### src/pnt_pkg.sv
// ----------------------------------------------------------------------------
// pnt_pkg
// shared constants for the perfect number test block
// ----------------------------------------------------------------------------
`default_nettype none

package pnt_pkg;

  localparam int NUMBER_BITS  = 31;
  localparam int FIRST_FACTOR = 2;
  localparam int SUM_INIT     = 1;

endpackage

`default_nettype wire

### src/perfect_number_test_top.sv
// ----------------------------------------------------------------------------
// perfect_number_test_top
// decides whether a number is perfect by trial division and divisor summing
// ----------------------------------------------------------------------------
// usage:
//   a request is taken on the rising edge where start is high and busy is low;
//   in_number is sampled there and masked to VALUE_BITS bits.
//   the result is shown on out_tested_number / out_is_perfect for exactly one
//   cycle, marked by out_valid; the receiver cannot stall the block.
// timing:
//   each trial factor f = 2, 3, ... runs a restoring division, one quotient
//   bit per cycle through the dividend shift register, then a check; when f
//   divides the number, f and then, if it differs from f, the quotient are
//   added to the divisor sum, each add followed by a test against n. the
//   search ends when the quotient falls below f, or early when the divisor
//   sum passes n; values below 2 are answered from idle. busy is high from
//   accept until the result strobe. one request is processed at a time.
// reset:
//   rst_n low returns the controller to idle and clears out_valid; no
//   request in flight survives reset.
// ----------------------------------------------------------------------------
`default_nettype none

module perfect_number_test_top
  import pnt_pkg::*;
#(
  parameter int VALUE_BITS = 31
) (
  input  wire logic                   clk,
  input  wire logic                   rst_n,
  input  wire logic                   start,
  output logic                        busy,
  input  wire logic [NUMBER_BITS-1:0] in_number,
  output logic                        out_valid,
  output logic [NUMBER_BITS-1:0]      out_tested_number,
  output logic                        out_is_perfect
);

  localparam int W  = VALUE_BITS;
  localparam int FW = (W + 1) / 2 + 1;
  localparam int SW = W + 1;
  localparam int CW = $clog2(W + 1);

  typedef enum logic [2:0] {
    S_IDLE, S_DIV, S_CHECK, S_ADD_F, S_TEST_F, S_ADD_Q, S_TEST_Q
  } state_t;

  state_t               state_r;
  logic [W-1:0]         value_r;
  logic [W-1:0]         dividend_r;
  logic [W-1:0]         quot_r;
  logic [FW-1:0]        rem_r;
  logic [FW-1:0]        factor_r;
  logic [SW-1:0]        sum_r;
  logic [CW-1:0]        cnt_r;
  logic                 out_valid_r;
  logic                 out_perfect_r;
  logic [NUMBER_BITS-1:0] out_tested_r;

  logic [W-1:0]           in_value;
  logic [NUMBER_BITS-1:0] in_tested;
  logic [FW:0]            trial;
  logic                   fits;
  logic [FW-1:0]          rem_nxt;
  logic [W-1:0]           factor_ext;
  logic                   sum_over;

  generate
    if (W > NUMBER_BITS) begin : g_wide
      assign in_value  = {{(W - NUMBER_BITS){1'b0}}, in_number};
      assign in_tested = in_number;
    end else if (W == NUMBER_BITS) begin : g_equal
      assign in_value  = in_number;
      assign in_tested = in_number;
    end else begin : g_narrow
      assign in_value  = in_number[W-1:0];
      assign in_tested = {{(NUMBER_BITS - W){1'b0}}, in_number[W-1:0]};
    end
  endgenerate

  assign trial      = {rem_r, dividend_r[W-1]};
  assign fits       = trial >= {1'b0, factor_r};
  assign rem_nxt    = fits ? FW'(trial - {1'b0, factor_r}) : trial[FW-1:0];
  assign factor_ext = {{(W - FW){1'b0}}, factor_r};
  assign sum_over   = sum_r > {1'b0, value_r};

  always_ff @(posedge clk) begin
    if (!rst_n) begin
      state_r     <= S_IDLE;
      out_valid_r <= 1'b0;
    end else begin
      out_valid_r <= 1'b0;
      case (state_r)
        S_IDLE: begin
          if (start) begin
            value_r      <= in_value;
            out_tested_r <= in_tested;
            sum_r        <= SW'(SUM_INIT);
            factor_r     <= FW'(FIRST_FACTOR);
            dividend_r   <= in_value;
            quot_r       <= '0;
            rem_r        <= '0;
            cnt_r        <= CW'(W);
            if (in_value < W'(FIRST_FACTOR)) begin
              out_valid_r   <= 1'b1;
              out_perfect_r <= 1'b0;
            end else begin
              state_r <= S_DIV;
            end
          end
        end
        S_DIV: begin
          rem_r      <= rem_nxt;
          quot_r     <= {quot_r[W-2:0], fits};
          dividend_r <= {dividend_r[W-2:0], 1'b0};
          cnt_r      <= cnt_r - CW'(1);
          if (cnt_r == CW'(1)) state_r <= S_CHECK;
        end
        S_CHECK: begin
          if (quot_r < factor_ext) begin
            out_valid_r   <= 1'b1;
            out_perfect_r <= sum_r == {1'b0, value_r};
            state_r       <= S_IDLE;
          end else if (rem_r == '0) begin
            state_r <= S_ADD_F;
          end else begin
            factor_r   <= factor_r + FW'(1);
            dividend_r <= value_r;
            quot_r     <= '0;
            rem_r      <= '0;
            cnt_r      <= CW'(W);
            state_r    <= S_DIV;
          end
        end
        S_ADD_F: begin
          sum_r   <= sum_r + {{(SW - FW){1'b0}}, factor_r};
          state_r <= S_TEST_F;
        end
        S_TEST_F: begin
          if (sum_over) begin
            out_valid_r   <= 1'b1;
            out_perfect_r <= 1'b0;
            state_r       <= S_IDLE;
          end else if (quot_r != factor_ext) begin
            state_r <= S_ADD_Q;
          end else begin
            factor_r   <= factor_r + FW'(1);
            dividend_r <= value_r;
            quot_r     <= '0;
            rem_r      <= '0;
            cnt_r      <= CW'(W);
            state_r    <= S_DIV;
          end
        end
        S_ADD_Q: begin
          sum_r   <= sum_r + {1'b0, quot_r};
          state_r <= S_TEST_Q;
        end
        S_TEST_Q: begin
          if (sum_over) begin
            out_valid_r   <= 1'b1;
            out_perfect_r <= 1'b0;
            state_r       <= S_IDLE;
          end else begin
            factor_r   <= factor_r + FW'(1);
            dividend_r <= value_r;
            quot_r     <= '0;
            rem_r      <= '0;
            cnt_r      <= CW'(W);
            state_r    <= S_DIV;
          end
        end
        default: begin
          state_r <= S_IDLE;
        end
      endcase
    end
  end

  assign busy              = state_r != S_IDLE;
  assign out_valid         = out_valid_r;
  assign out_tested_number = out_tested_r;
  assign out_is_perfect    = out_perfect_r;

endmodule

`default_nettype wire
### config.mk
export PLATFORM = sky130hd
export DESIGN_NAME = perfect_number_test_top
export DESIGN_NICKNAME = d
export VERILOG_FILES = /design/src/pnt_pkg.sv /design/src/perfect_number_test_top.sv
export SDC_FILE = /design/constraint.sdc
export NUM_CORES = 1
export LEC_CHECK = 0
export BUFFER_PORTS_ARGS = -buffer_cell sky130_fd_sc_hd__buf_2
export CAP_MARGIN = 5
export CELL_PAD_IN_SITES_DETAIL_PLACEMENT = 1
export CELL_PAD_IN_SITES_GLOBAL_PLACEMENT = 1
export CORE_MARGIN = 1
export CORE_UTILIZATION = 40
export CTS_CLUSTER_DIAMETER = 200
export DETAILED_ROUTE_END_ITERATION = 10
export PLACE_DENSITY_LB_ADDON = 0.1
export SYNTH_ARGS = -nofsm -noshare
export SYNTH_HDL_FRONTEND = slang
export SYNTH_SLANG_ARGS = --single-unit
### constraint.sdc
create_clock -name clk -period 5.6 [get_ports clk]
set_input_delay 0.84 -clock clk [delete_from_list [all_inputs] [get_ports clk]]
set_output_delay 0.84 -clock clk [all_outputs]
set_load 0.02 [all_outputs]
Word-level counts from Yosys, hierarchy flattened

Index checks and enable logic that the tools add are counted.
Widths: inputs -> output; s select.

Add/subtract/negate cells: 5
Order comparisons: 4
Equal/unequal tests: 20
Mux-type cells: 57
Reductions and logical operators: 14

Operators by type and width:

| kind                  | count |
|---|---|
| $mux 31               | 12 |
| $pmux 31 s5           | 2 |
| $mux 17               | 13 |
| $pmux 32 s3           | 1 |
| $pmux 17 s5           | 1 |
| $pmux 17 s4           | 1 |
| $add 32x17->32        | 1 |
| $add 32x31->32        | 1 |
| $eq 32x31->1          | 1 |
| $gt 32x31->1          | 1 |
| $mux 32               | 1 |
| $lt 31x17->1          | 1 |
| $lt 31x2->1 const B   | 1 |
| $ne 31x17->1          | 1 |
| $mux 5                | 6 |
| $pmux 5 s5            | 1 |
| $pmux 3 s7            | 1 |
| $ne 2x2->1 const B    | 10 |
| $ge 18x17->1          | 1 |
| $add 17x1->17 const B | 1 |
| $logic_not 17->1      | 1 |
| $sub 17x17->17        | 1 |
| $reduce_and 8->1      | 2 |
| $mux 3                | 5 |
| other kinds (16)      | 33 |

Register bits: 169
Input port bits: 34
Output and inout port bits: 34
Logic and storage cells: 110

Depth between registers and ports, before layout

Gate-level depths: netlist (run 1).

Word-level depth: 4
Depth in mapped cells: 17
Mapped depth without buffers: 15

Worst setup path after synthesis (run 1)

No wires, ideal clock.

Path type: reg-to-reg
From: reg factor_r[12]
To: reg cnt_r[0] (enable)
Arrival time: 4.169 ns
Required time: 5.143 ns
Path slack: 0.974 ns
Cell stages (with the launch flop): 11
Buffers on the path: 0
Path through: edfxtp_1 -> inv_1 -> ha_1 -> nand4_1 -> or2_2 -> or3_1 -> nor4_1 -> nor4_1 -> nor3_1 -> nand4_1 -> nand3_1

Longest elaborated chain between the ends: 3

Ends and longest elaborated chain:

| element                                             | RTL line                                                       | RTL |
|---|---|---|
| from (decl)                                         | perfect_number_test_top.sv:53                                  | `logic [FW-1:0] factor_r;` |
| from (signal assigned)                              | perfect_number_test_top.sv:99                                  | `factor_r <= FW'(FIRST_FACTOR);` |
| from (signal assigned)                              | perfect_number_test_top.sv:127                                 | `factor_r <= factor_r + FW'(1);` |
| from (signal assigned)                              | perfect_number_test_top.sv:147                                 | `factor_r <= factor_r + FW'(1);` |
| $lt 31x17->1 / $ne 31x17->1 (equally long branches) | perfect_number_test_top.sv:120, perfect_number_test_top.sv:144 |  |
| $ne 2x2->1 (no line)                                | n/a                                                            |  |
| $reduce_and 8->1 (no line) (*)                      | n/a                                                            |  |
| to (signal assigned)                                | perfect_number_test_top.sv:116                                 | `cnt_r <= cnt_r - CW'(1);` |
| to (signal assigned)                                | perfect_number_test_top.sv:131                                 | `cnt_r <= CW'(W);` |
| to (signal assigned)                                | perfect_number_test_top.sv:151                                 | `cnt_r <= CW'(W);` |
| to (decl)                                           | perfect_number_test_top.sv:55                                  | `logic [CW-1:0] cnt_r;` |

Every way passes the cells marked *; elsewhere a longest branch is shown, timed or not.
A chain may end at the register's enable or synchronous reset.

Worst setup path after layout (run 1)

From: reg state_r[0]
To: reg sum_r[24], data pin

Longest elaborated chain between the ends: 2

Ends and longest elaborated chain:

| element                            | RTL line                       | RTL |
|---|---|---|
| from (decl)                        | perfect_number_test_top.sv:48  | `state_t state_r;` |
| from (signal assigned)             | perfect_number_test_top.sv:89  | `state_r <= S_IDLE;` |
| from (signal assigned)             | perfect_number_test_top.sv:108 | `state_r <= S_DIV;` |
| from (signal assigned)             | perfect_number_test_top.sv:117 | `if (cnt_r == CW'(1)) state_r <= S_CHECK;` |
| $eq 3x3->1 (tied with other cells) | perfect_number_test_top.sv:93  | `case (state_r)` |
| $pmux 32 s3 (*)                    | perfect_number_test_top.sv:93  |  |
| to (signal assigned)               | perfect_number_test_top.sv:98  | `sum_r <= SW'(SUM_INIT);` |
| to (signal assigned)               | perfect_number_test_top.sv:136 | `sum_r <= sum_r + {{(SW - FW){1'b0}}, factor_r};` |
| to (signal assigned)               | perfect_number_test_top.sv:156 | `sum_r <= sum_r + {1'b0, quot_r};` |
| to (decl)                          | perfect_number_test_top.sv:54  | `logic [SW-1:0] sum_r;` |

Marks and branches as above.

==> results of run 1 <==
## cell families (layout without fill, tap and decap cells)
logic type | after synthesis | in the layout | synth area share, %
AND/OR/NAND/NOR | 348 | 348 | 15.6
buffers and inverters | 97 | 173 | 3.66
flip-flops | 169 | 169 | 46.7
AO/OA/AOI/OAI | 217 | 217 | 14.7
multiplexers | 32 | 32 | 3.16
adder cells (fa/ha/maj) | 101 | 101 | 11.9
XOR/XNOR | 52 | 52 | 4.23
## power by group
| group | switching [uW] | internal (uW) | total (uW) |
|---|---|---|---|
| registers | 270 | 1930 | 2200 |
| logic | 1420 | 935 | 2360 |
| clock network | 573 | 678 | 1250 |
| total | 2270 | 3540 | 5810 |
## final timing paths
kind / cells after the start / from / slack (ps) / to
worst max-delay path: 16 / state_r[0]$_SDFFE_PN0P_ / 870 / sum_r[24]$_SDFFCE_PP0P_
worst min-delay path: 1 / dividend_r[0]$_DFFE_PP_ / 560 / dividend_r[1]$_DFFE_PP_
worst max register to register: 16 / state_r[0]$_SDFFE_PN0P_ / 870 / sum_r[24]$_SDFFCE_PP0P_
worst min register to register: 1 / dividend_r[0]$_DFFE_PP_ / 560 / dividend_r[1]$_DFFE_PP_
## cell type report
class / count / area [um2] / share of cell area [%]
tap: 335 / 419 / 3.46
clock buffer: 17 / 425 / 3.51
clock inverter: 14 / 180 / 1.49
sequential: 169 / 5030 / 41.6
inverter: 64 / 240 / 1.98
multi-input combinational: 750 / 5400 / 44.5
timing repair buffer: 78 / 418 / 3.45
## layout by cell type (no fill, tap or decap), types with 21 or more instances in the layout
master,synthesis,layout
sky130_fd_sc_hd__ha_1,99,99
sky130_fd_sc_hd__nor3_1,24,22
sky130_fd_sc_hd__edfxtp_1,165,165
sky130_fd_sc_hd__a21oi_1,45,45
sky130_fd_sc_hd__xnor2_1,37,37
sky130_fd_sc_hd__a221o_1,31,31
sky130_fd_sc_hd__nand2_1,58,58
sky130_fd_sc_hd__inv_1,63,63
sky130_fd_sc_hd__nand3_1,26,25
sky130_fd_sc_hd__nand4_1,21,21
sky130_fd_sc_hd__and3_1,25,25
sky130_fd_sc_hd__buf_2,2,67
sky130_fd_sc_hd__and2_1,30,30
sky130_fd_sc_hd__o21ai_0,22,22
sky130_fd_sc_hd__a21o_1,37,37
sky130_fd_sc_hd__nor2_1,121,120
## metrics by stage
| step | worst slack, ps | hold slack, ps | std cells | power [uW] |
|---|---|---|---|---|
| detailed placement | 913 | 543 | 1396 | 4580 |
| finish | 869 | 559 | 1427 | 5810 |
| CTS | 880 | 566 | 1427 | 5860 |
| global route | 421 | 572 | 1427 | 6190 |
| global placement | 1120 | 530 | 1396 | 4530 |
| floorplan | 974 | 525 | 1016 | 3930 |
## state kept, by name (all words and copies together) (netlist names), 3 cells and up
name               flops
cnt_r                  5
quot_r                31
sum_r                 32
factor_r              17
dividend_r            31
rem_r                 17
out_tested_number     31
state_r                3
## worst register-to-register path: cells and delay by family, from the launching register on
family,cells,cell delay (ps)
compound gates,7,1850
simple gates,4,670
fa+ha+maj,2,670
buf+inv,2,570
flops,1,530
xor+xnor,1,150
## routing by layer
layer / track usage (%) / wire length (um)
met1: 31.3 / 14600
met2: 35.8 / 14000
met3: 2.14 / 699
met4: 5.65 / 399
met5: 0 / 0
## cells in the mapped netlist (4+ instances only)
cell type,count,area (um2)
sky130_fd_sc_hd__edfxtp_1,165,4950
sky130_fd_sc_hd__nor2_1,121,454
sky130_fd_sc_hd__ha_1,99,1240
sky130_fd_sc_hd__inv_1,63,236
sky130_fd_sc_hd__nand2_1,58,218
sky130_fd_sc_hd__a21oi_1,45,225
sky130_fd_sc_hd__a21o_1,37,278
sky130_fd_sc_hd__xnor2_1,37,324
sky130_fd_sc_hd__a221o_1,31,310
sky130_fd_sc_hd__and2_1,30,188
sky130_fd_sc_hd__clkbuf_1,27,101
sky130_fd_sc_hd__nand3_1,26,130
sky130_fd_sc_hd__and3_1,25,156
sky130_fd_sc_hd__nor3_1,24,120
sky130_fd_sc_hd__o21ai_0,22,110
sky130_fd_sc_hd__nand4_1,21,131
sky130_fd_sc_hd__nor4_1,17,106
sky130_fd_sc_hd__mux2_2,16,180
sky130_fd_sc_hd__mux2i_1,16,160
sky130_fd_sc_hd__xor2_1,15,131
sky130_fd_sc_hd__a211oi_1,13,97.6
sky130_fd_sc_hd__o21bai_1,10,75.1
sky130_fd_sc_hd__o21a_1,9,67.6
sky130_fd_sc_hd__nand2b_1,7,43.8
sky130_fd_sc_hd__nor2b_1,6,37.5
sky130_fd_sc_hd__o211ai_1,6,45.0
sky130_fd_sc_hd__or3_1,6,37.5
sky130_fd_sc_hd__a221oi_1,4,35.0
sky130_fd_sc_hd__dfxtp_1,4,80.1
==> results, run 1 <==
- The flow ran to the end, but the final reports show violations.
- The final reports fail on design-rule violations.
- The repair_antennas step left the layout with diodes totalling 0.
- The overall fraction of global-route tracks in use is between 20% and 30%.
- The count of input and output buffers is 67.
- From bottom edge to top edge, the die measures 166 um.
- The synthesized netlist occupies a cell area of between 0.01 and 0.015 mm2.
- The CTS H-tree depth is 4.
- Setup repair after global routing left no endpoint under its margin.
- The maximum clock rate is between 0.2 and 0.25 GHz.
- The total overflow left after global routing is 0.
- Cells with a size suffix above 1 make up roughly an eighth of the layout.
- The maximum vdd ir drop is roughly 0.26 mV.
- In this run the worst path has a maximum fanout of 17.
- The first global-routing pass estimated about 47000 um of wire.
- The critical path buffer and inverter count is 2.
- The die covers approximately 0.028 mm2.
- The tree is rooted in a sky130_fd_sc_hd__clkbuf_16.
- For this design, the CTS-stage hold fixing added 0 buffers.
- The detailed-route wire length is roughly 30000 um.
- Once detail routing completed, the nets flagged for antenna violations numbered 0.
- After clock tree synthesis, the clock-pin slew on the worst setup and hold paths is approximately 70 ps.
- The post-synthesis cell count is between 1000 and 1500.
- The type of element capturing the critical path is a flop.
- The core region is between 0.02 and 0.03 mm2.
- The final weighted congestion in routability-driven placement is about 0.86.
- The worst path needs 4730 ps of the cycle, external delays included.
- The critical path in this run is classified as flop to flop.
- After layout, the worst path uses 84.5% of the clock period.
- The mean instance size in the synthesized netlist is about 11 um2.
- The post-cts gate resize count is 0.
- STA puts the critical path data arrival time at a little under 5000 ps.
- The post-DP HPWL is about 22000 um.
- The CTS tree is built.
- The hold violation total from the final report is 0.
- The routed layout has between 8000 and 9000 vias.
- The post-CTS repair timing setup buffer count is 0.
- The largest individual stage delay along the critical path comes from the cell sky130_fd_sc_hd__dfxtp_1.
- The iteration-0 DRC count of the detailed router is 555.
- The prevailing post-synth register cell is sky130_fd_sc_hd__edfxtp_1.
- The power density over the cells is approximately 480 mW/mm2.
- The kind of cell with the highest combined delay on the critical path is compound AO/OA/AOI/OAI gates.
- Of all flip-flops after synthesis, the portion carrying an async set or reset was 0%.
- With fillers left out, the area of the finished cells amounts to between 0.01 and 0.015 mm2.
- In the routed design, unresolved DRC markers number 1.
- The instance area at placement is around 0.012 mm2.
- The via count of the first global-routing pass is between 8000 and 9000.
- Entering global routing, the biggest net connects 62 pins.
- The number of antenna violations at the first check in global routing came to 0.
- The pre-antenna-repair detailed-routing pass consisted of 7 iterations.
- The count of pins over their slew limit is 0.
- The post-synthesis sequential area ratio is between 40% and 50%.
- Yosys mapped the design onto 67 distinct sky130hd cell types.
- The kind of start point of the critical path is a flop.
- The initial standard-cell utilization of the core is between 40% and 50%.
- The average routed wire per standard cell is about 21 um.
- The sum of negative setup slack is 0 ps.
- Counting flops and latches in the post-synthesis netlist gives 169.
- The number of enable flip-flop cells after synthesis is 165.
- The analysis attributes to cell leakage a power of around 0.005 uW.
- The number of CTS-inserted buffers is 17.
- Walking the worst path, the cells encountered are clkinv_1, nor2_1, buf_4, nand2_1, nand2_1, o21ai_0, ha_1, fa_1, a211oi_1, o21ai_1, a31oi_1, o21ai_0, a221oi_1, o31ai_1, xnor2_1, nor2_1.
- After floorplanning, the core was divided into 59 placement rows.
- The area added between synthesis and finish is 12.4%.
- Clock tree synthesis found a total of about 170 sinks.
- The horizontal die dimension is between 150 and 200 um.
- The min-delay analysis places its worst path in the category flop to flop.
- The post-detailed-route via-to-cell ratio is between 5 and 6.
- The number of nets in the synthesized netlist is 1151.
- At the pin with the least slew margin, the transition time is around 1100 ps.
- The number of buffers on the longest clock path is 2.
- The number of max-cap violations is 0.
- The maximum cell stage delay along the critical path is between 500 and 600 ps.
- Once layout is complete, the utilization of the core stands at approximately 46%.
- The final setup violation count is 0.
- The number of fill cells is between 2000 and 3000.
- For this run, the post-layout net count is 1215.
- The clock reaches the later pin of the worst-skew pair after between 400 and 500 ps.
- The data required time of the critical path is between 5000 and 6000 ps.
- The remaining max-slew budget at the tightest pin is 23.5%.
- The count of warnings emitted by yosys is 0.
- For this design the top-level I/O count stands at 68.
- Across the routed clock network, the largest skew measured is roughly 14 ps.
No activity file was read; power rests on OpenSTA's default activity.
==> inputs of run 2 (changes only) <==
clock period = 4.6 ns   (was 5.6 ns; I/O delays follow)
==> run 2 against run 1 <==
  * Critical endpoint unchanged
  * The run still ends with design-rule violations left
  * Non-clock buffer count increased by 4
  * Clock skew rose by 6.0 ps
  * Sequential cell count unchanged
==> results, run 2 (synthesized netlist as in run 1, its figures left out) <==
- The standby leakage power came to 0.00512 uW (was 0.00509 uW).
- The number of antenna violations at the first check in global routing was 0 (unchanged).
- The horizontal die dimension is 166 um (unchanged).
- The via count of the first global-routing pass is 8577 (was 8286).
- The transition time at the pin with the least slew margin is 1210 ps (was 1140 ps).
- The proportion of power drawn by the clock network is 20.9% (was 21.5%).
- The total internal power is 4280 uW (was 3540 uW).
- RSZ-0062 raised after global routing: false (unchanged).
- The worst min-delay path startpoint was in_number[13] (was dividend_r[0]$_DFFE_PP_).
- The total power of the final layout was 7090 uW (was 5810 uW).
- The buffer cell driving the clock tree root is sky130_fd_sc_hd__clkbuf_16 (unchanged).
- The initial standard-cell utilization of the core was 41.0% (unchanged).
- The total area of multi-input combinational cells is 0.00540 mm2 (unchanged).
- The number of antenna cells inserted is 0 (unchanged).
- The most frequent standard cell in the layout excluding fill and tap cells is sky130_fd_sc_hd__edfxtp_1 (unchanged).
- The post-detailed-route via-to-cell ratio was 5.70 (was 5.64).
- The flip-flop and latch area came to 0.00503 mm2 (unchanged).
- The count of pins on the block boundary is 68 (unchanged).
- The maximum net fanout on the critical path came to 12 (was 17).
- The launch point of the critical path is state_r[1]$_SDFFE_PN0P_ (was state_r[0]$_SDFFE_PN0P_).
- The remaining max-slew budget at the tightest pin came to 18.9% (was 23.5%).
- The CTS tree is built (unchanged).
- The class of the most critical setup path is flop to flop (unchanged).
- The clock sink count was 169 (unchanged).
- The maximum vdd ir drop is 0.319 mV (was 0.260 mV).
- The path class of the lowest-slack min-delay path is primary input to flop (was flop to flop).
- The residual DRC count is 1 (unchanged).
- The first-pass iteration count of the detailed router is 8 (was 7).
- The data required time of the critical path came to 4780 ps (was 5740 ps).
- The vias after detailed routing is 8164 (was 8052).
- The number of hold buffers added after CTS is 0 (unchanged).
- The final worst-path cycle share is 89.7% (was 84.5%).
- The fraction of final layout cells sized beyond drive strength 1 is 13.6% (was 13.3%).
- The maximum clock rate is 0.242 GHz (was 0.211 GHz).
- The floorplan row count is 59 (unchanged).
- The largest net degree at the start of global routing is 54 (was 62).
- The remaining antenna violation count after routing is 0 (unchanged).
- The worst-case clock skew is 20.2 ps (was 14.2 ps).
- The proportion of total power due to net switching is 39.6% (was 39.0%).
- The arrival time at the worst endpoint is 4300 ps (was 4880 ps).
- The post-cts gate resize count is 0 (unchanged).
- The hold violation total from the final report is 0 (unchanged).
- The clock edge transition at the registers on the reported setup and hold paths was 70 ps (about the same).
- The number of CTS-inserted buffers is 17 (unchanged).
- The minimum setup slack among reg-to-reg paths is 470 ps (was 870 ps).
- The count of input and output buffers is 67 (unchanged).
- The global-route wire length before repair is 48000 um (was 46900 um).
- The average routed wire per standard cell is 21.1 um (was 20.8 um).
- The count of pins over their slew limit is 0 (unchanged).
- The detailed-route wire length came to 30200 um (was 29600 um).
- The power density over the cells was 585 mW/mm2 (was 480 mW/mm2).
- The overall fraction of global-route tracks in use is 22.6% (was 22.0%).
- The switching component of the power is 2810 uW (was 2270 uW).
- Result of the run: finished, violations left (unchanged).
- Commonest cells after routing, fill and taps aside: sky130_fd_sc_hd__edfxtp_1, sky130_fd_sc_hd__nor2_1, sky130_fd_sc_hd__ha_1 (unchanged).
- The minimum clock period after layout is 4130 ps (was 4730 ps).
- The clock latency at the later pin of the worst-skew pair is 450 ps (was 430 ps).
- The final weighted congestion in routability-driven placement came to 0.862 (was 0.858).
- The kind of start point of the critical path is a flop (unchanged).
- The area of the core is 0.0263 mm2 (unchanged).
- The number of buffers on the longest clock path is 2 (unchanged).
- The final setup violation count was 0 (unchanged).
- The CTS H-tree depth is 4 (unchanged).
- The iteration-0 DRC count of the detailed router is 568 (was 555).
- The post-DP HPWL was 22800 um (was 22300 um).
- The startpoint of the lowest-slack register-to-register path is state_r[1]$_SDFFE_PN0P_ (was state_r[0]$_SDFFE_PN0P_).
- The count of nets after finishing is 1219 (was 1215).
- The total overflow reported by the global router is 0 (unchanged).
- The number of fill cells was 2900 (was 2886).
- The type of element capturing the critical path is a flop (unchanged).
- The sum of negative setup slack came to 0 ps (unchanged).
- The number of max-cap violations is 0 (unchanged).
- The number of flip-flops under the largest register name is 32 (unchanged).
- The die outline area is 0.0276 mm2 (unchanged).
- Violations in the final reports: design-rule violations (unchanged).
- The overall die height is 166 um (unchanged).
- The register with the most flip-flops is sum_r (unchanged).
- The power share of the combinational group is 41.4% (was 40.6%).
- The sequential power share came to 37.7% (was 37.9%).
- The post-CTS repair timing setup buffer count is 0 (unchanged).
- The area added between synthesis and finish is 12.6% (was 12.4%).
run 2: changes by cell type in the layout (fill, tap and decap cells not counted), sizes merged:
cell / previous run / this run
clkinv: 3 / 7
clkinvlp: 2 / 0
buf: 78 / 82
bufinv: 2 / 1
run 2: worst paths after layout:
check                                    endpoint  cells past startpoint
hold reg to reg          dividend_r[21]$_DFFE_PP_                      1
setup reg to reg          sum_r[24]$_SDFFCE_PP0P_                     12
hold / removal    out_tested_number[13]$_DFFE_PP_                      1
setup / recovery          sum_r[24]$_SDFFCE_PP0P_                     12
run 2: critical path, stage by stage, from the launching register on:
cell	delay, ps
sky130_fd_sc_hd__dfxtp_1	570
sky130_fd_sc_hd__nor2_1	100
sky130_fd_sc_hd__nand2_1	410
sky130_fd_sc_hd__mux2_2	400
sky130_fd_sc_hd__ha_1	370
sky130_fd_sc_hd__a2111oi_0	460
sky130_fd_sc_hd__o21ai_1	210
sky130_fd_sc_hd__a31oi_1	320
sky130_fd_sc_hd__o21ai_0	230
sky130_fd_sc_hd__a221oi_1	440
sky130_fd_sc_hd__o31ai_1	130
sky130_fd_sc_hd__xnor2_1	160
sky130_fd_sc_hd__nor2_1	60
run 2: power groups by stage:
stage / clock, uW / sequential, uW / combinational (uW)
2_1_floorplan: 0 / 2600 / 2170
3_3_place_gp: 0 / 2700 / 2860
3_5_place_dp: 0 / 2700 / 2940
4_1_cts: 1510 / 2680 / 2960
5_1_grt: 1560 / 2730 / 3290
6_report: 1490 / 2670 / 2940
run 2: cell type report:
cell class | count | area share (%)
Tap cell | 335 | 3.45
Sequential cell | 169 | 41.5
Clock inverter | 15 | 1.33
Clock buffer | 17 | 3.51
Inverter | 64 | 1.98
Multi-Input combinational cell | 750 | 44.5
Timing Repair Buffer | 82 | 3.79
run 2: per-stage QoR:
| step | std cells | worst slack (ps) | cell area, um2 | hold WS, ps | util [%] |
|---|---|---|---|---|---|
| 2_1_floorplan | 1016 | 610 | 10800 | 525 | - |
| 3_3_place_gp | 1400 | 551 | 11500 | 528 | 43.9 |
| 3_5_place_dp | 1400 | 535 | 11500 | 542 | 43.9 |
| 4_1_cts | 1432 | 469 | 12100 | 445 | 46.2 |
| 5_1_grt | 1432 | 134 | 12100 | 451 | 46.2 |
| 6_report | 1432 | 474 | 12100 | 459 | 46.2 |
run 2: layer usage:
layer,share of wire [%],up-vias,global-route usage [%]
met3,2.1,30,2.74
met2,48,100,37.7
met4,1.3,0,5.44
met5,0,-,0
li1,-,3938,-
met1,49,4096,31.3
